==> src/rtl/core/sprite_draw_order_sort_macros.svh <==
// assertion macros shared by the sprite draw order sort rtl
`ifndef SPRITE_DRAW_ORDER_SORT_MACROS_SVH
`define SPRITE_DRAW_ORDER_SORT_MACROS_SVH

// same-cycle implication, sampled on clk, off while in reset
`define SDOS_ASSERT_NOW(lbl, ante, cons, msg) \
  lbl: assert property (@(posedge clk) disable iff (!rst_n) (ante) |-> (cons)) else $error(msg);

// next-cycle implication, sampled on clk, off while in reset
`define SDOS_ASSERT_NEXT(lbl, ante, cons, msg) \
  lbl: assert property (@(posedge clk) disable iff (!rst_n) (ante) |=> (cons)) else $error(msg);

`endif

==> src/rtl/core/sdos_pkg.sv <==
// types, constants and key function for the sprite draw order sort
package sdos_pkg;

  localparam int MAX_SPRITES = 64;
  localparam int CNT_W       = $clog2(MAX_SPRITES + 1);
  localparam int KEY_W       = 35;
  localparam int HANDLE_W    = 6;

  typedef struct packed {
    logic [KEY_W-1:0]    key;
    logic [HANDLE_W-1:0] handle;
  } entry_t;

  typedef struct packed {
    logic ins;    // place the broadcast entry
    logic shift;  // move every entry one place toward the head
  } cell_ctrl_t;

  // layer | biased depth | biased x+y, compares as unsigned
  function automatic logic [KEY_W-1:0] make_key(
    input logic [1:0]         layer,
    input logic signed [15:0] depth,
    input logic signed [15:0] px,
    input logic signed [15:0] py
  );
    logic [16:0] sum;
    sum = {px[15], px} + {py[15], py};
    return {layer, ~depth[15], depth[14:0], ~sum[16], sum[15:0]};
  endfunction

endpackage

==> src/rtl/core/sdos_cell.sv <==
// one slot of the sorted insertion chain
module sdos_cell (
  input  logic                clk,
  input  sdos_pkg::cell_ctrl_t ctrl,
  input  logic                occupied,
  input  sdos_pkg::entry_t    new_ent,
  input  sdos_pkg::entry_t    prev_ent,
  input  logic                prev_gt,
  input  sdos_pkg::entry_t    next_ent,
  output sdos_pkg::entry_t    ent,
  output logic                gt
);
  import sdos_pkg::*;

  entry_t ent_r;
  entry_t ent_nxt;

  // an empty slot counts as greater than any key
  assign gt  = !occupied || (ent_r.key > new_ent.key);
  assign ent = ent_r;

  always_comb begin
    ent_nxt = ent_r;
    if (ctrl.shift) begin
      ent_nxt = next_ent;
    end else if (ctrl.ins && gt) begin
      ent_nxt = prev_gt ? prev_ent : new_ent;
    end
  end

  always_ff @(posedge clk) begin
    ent_r <= ent_nxt;
  end

endmodule

==> config.mk <==
export PLATFORM = sky130hd
export DESIGN_NAME = sdos_cell
export DESIGN_NICKNAME = d
export VERILOG_FILES = /design/src/rtl/core/sprite_draw_order_sort_macros.svh /design/src/rtl/core/sdos_pkg.sv /design/src/rtl/core/sdos_cell.sv
export SDC_FILE = /design/constraint.sdc
export NUM_CORES = 1
export LEC_CHECK = 0
export ABC_AREA = 1
export BUFFER_PORTS_ARGS = -buffer_cell sky130_fd_sc_hd__buf_4
export CORE_ASPECT_RATIO = 2
export CORE_UTILIZATION = 49
export CTS_CLUSTER_SIZE = 25
export DETAILED_ROUTE_END_ITERATION = 8
export PLACE_DENSITY = 0.91
export SYNTH_ARGS = -nofsm -noshare
export SYNTH_HDL_FRONTEND = slang
export SYNTH_SLANG_ARGS = --single-unit
==> constraint.sdc <==
create_clock -name clk -period 7.3 [get_ports clk]
set_clock_uncertainty 0.15 [all_clocks]
set_input_delay 1.095 -clock clk [delete_from_list [all_inputs] [get_ports clk]]
set_output_delay 1.095 -clock clk [all_outputs]
set_load 0.01 [all_outputs]
==> results by group <==
Timing
  • Pins over their slew limit: 0
  • Slew @ Worst Pin: about 1000 ps
  • Max Freq: 0.269 GHz
  • Final Cycle Share: around 51%
  • Final worst slack: 3580 ps
  • Min cycle time layout: around 3700 ps
  • RSZ-0062 raised after global routing: no
  • Max_slew headroom: about a third
  • Count of final setup violators: 0
  • Fin. Hold Viols: 0
  • Final setup TNS: 0 ps

Logic synthesis
  • Net Count, Synth: ~540
  • Synth Flop Type: edfxtp_1
  • Post-synth cell types: 23
  • Asr flop ratio synth: 0%
  • Number of synthesized register bits: around 40
  • Cells after synthesis: roughly 370
  • Post-synth EDFFs: a little over 40
  • Mapped Area: 0.00313 mm2
  • Mapped Avg Cell Area: 8.40 um2
  • Syn. warnings: 0
  • Sequential share of the synthesized area: between 30% and 40%

GRT
  • Vias in the first global route: 3228
  • Global-route wire length before repair: 13800 um
  • Largest net degree at the start of global routing: 75
  • GRT Util Overall: between 20% and 30%
  • GR Overflow Total: 0
  • Initial antenna violation count: 0

Routing
  • WL/cell: around 15 um
  • Via count: 3197
  • First-iteration detailed-routing DRC count: roughly 110
  • # DRC: 0
  • Router iterations before antenna repair: 4
  • Post-route ant nets: 0
  • Vias per cell: ~5.2
  • Drt total wl: 8980 um

Placement
  • Buffers on Ports: roughly 170
  • GPL Wtd Cong: about 0.85
  • Placement Setup Slack: 3570 ps
  • Placed cells: between 600 and 700
  • Post-DP HPWL: 7070 um

Clock network
  • Sinks on Clock Net: 41
  • CTS resizes: 0
  • CTS Buf Count: 5
  • Clk buf depth: 2
  • Post-CTS setup buffers: 0
  • Clk slew on worst S/H paths: 60 ps
  • Root Buffer: clkbuf_16
  • H-tree Lvls: 2
  • Hold-fix buffers, CTS: 0
  • TritonCTS clock tree: yes
  • Clock Latency Late Sink: about 280 ps

Floorplanning
  • Die area: 0.00674 mm2
  • CORE AREA: a little over 0.006 mm2
  • Die W: just under 60 um
  • Ports: 170
  • Initial core utilization: 51.3%
  • Die Y: ~120 um
  • Row count: 40

Finish
  • Most used cells in the layout excluding fill and tap cells: buf_4, nand2_1, inv_1
  • Largest register FFs: 41
  • Layout fillers: slightly below 500
  • N_diodes: 0
  • Share of layout cells above drive strength 1: between 30 and 40%
  • Nets: 696
  • Final Non-Filler Cells: 618
  • Commonest non-fill, non-tap cell in the layout: buf_4
  • P&R area growth vs syn: 45.4%

Power
  • Sw frac: between 20% and 30%
  • Pint: ~540 uW
  • Cell leakage power: roughly 0.0022 uW
  • Clock power frac: 28.1%
  • Logic gate share of total power: 31.6%
  • VDD IR max: 0.165 mV
  • Sequential share of power: around 40%
  • Psw: ~220 uW
  • P per Cell Area: ~160 mW/mm2

Worst setup path
  • RR Startpoint: ent[40]$_DFFE_PP_
  • CP Capture Type: output port
  • Most used cell, CP: nand2_1
  • CP Max Fanout: 3
  • Worst Setup Start Kind: input pin
  • Crit path DAT: 2470 ps
  • CP delay by family, top: simple AND/OR/NAND/NOR gates
  • Data required, critical path: 6050 ps
  • CP Cell Sequence: buf_4 > inv_1 > ha_1 > nand2_1 > nor2_2 > nand2_1 > nor2_2 > nand3_1 > nand2_1 > nor2_1 > nand2_1 > nand2_1 > nand2_2 > buf_4
  • R2R cell count: 13
  • CP Launch Point: new_ent[40]
  • Critical path type: in2out
  • CP max stage cell: ha_1
  • R2R Path End: ent[25]$_DFFE_PP_
  • Setup slack, reg-to-reg: 4390 ps
  • Biggest cell delay along the critical path: slightly above 300 ps
  • CP bufs+invs: 3

Hold path
  • Hold path depth: 2
  • WHS Endpoint: ent[9]$_DFFE_PP_
  • Worst Hold Class: in2reg
  • Hold Crit Start: next_ent[9]

Run
  • Max-cap violations: 0

Status
  • Status: completed
==> worst reg2reg max path: stages, from the launching register on <==
cell,delay (ps)
edfxtp_1,390
ha_1,340
nand2_1,90
nor2_2,140
nand2_1,100
nor2_2,130
nand3_1,80
nand2_1,70
nor2_1,40
nand2_1,50
nand2_1,80
nand2_2,70
nand2_1,60
nand2_2,740
==> how the worst max path moves through the flow <==
stage,endpoint,slack (ps),depth (start not counted)
after floorplan,ent[0]$_DFFE_PP_,3700,14
after global placement,gt,3590,14
after detailed placement,gt,3570,14
after CTS,gt,3570,14
after global routing,gt,3430,14
final,gt,3580,14
==> kinds of logic (layout without fill, tap and decap cells) <==
family          after synthesis  count (layout)  synth area share [%]
compound gates               96              96                  20.6
buf+inv                      67             228                  9.14
simple gates                134             134                  17.0
fa+ha+maj                    35              35                  14.0
flops                        41              41                  39.3
==> Yosys cell counts (3+ instances only) <==
cell / n / area share, %
o21a_1: 32 / 7.7
nor2_1: 23 / 2.8
edfxtp_1: 41 / 39
inv_1: 48 / 5.7
ha_1: 35 / 14
nand3_1: 3 / 0.48
nor4_1: 3 / 0.60
o211ai_1: 32 / 7.7
nand2_1: 97 / 12
nand4_1: 3 / 0.60
clkbuf_1: 3 / 0.36
a21oi_1: 29 / 4.6
buf_2: 10 / 1.6
==> final cells by class <==
| class | instances | area (um2) | share of cell area (%) |
|---|---|---|---|
| multi-input cells | 265 | 1620 | 35.5 |
| repair buffers | 170 | 1280 | 28.0 |
| flip-flops and latches | 41 | 1230 | 27.0 |
| inverters | 50 | 188 | 4.12 |
| clock buffers | 5 | 125 | 2.75 |
| well taps | 84 | 105 | 2.31 |
| clock inverters | 3 | 12.5 | 0.275 |
==> per-stage QoR <==
step	hold WS, ps	area, um2	total power (uW)	utilization (%)
floorplan	1130	3130	427	-
global placement	1220	4420	539	72.4
detailed placement	1220	4420	546	72.4
CTS	930	4560	757	74.6
global route	938	4560	792	74.6
finish	935	4560	752	74.6
==> layer usage <==
metal  vias up  GRT usage (%)  wire (um)
li1       1596              -          -
met1      1438           26.7       3120
met2       137           53.9       5180
met3        26           3.37        372
met4         0           11.7        307
met5         -              0          0
==> power groups by stage <==
stage,Sequential (uW),Clock [uW],Combinational (uW)
2_1_floorplan,319,0,108
3_5_place_dp,308,0,237
3_3_place_gp,307,0,232
6_report,303,211,237
4_1_cts,304,215,238
5_1_grt,306,223,263
Note: power is estimated with default switching activity, not from simulation.
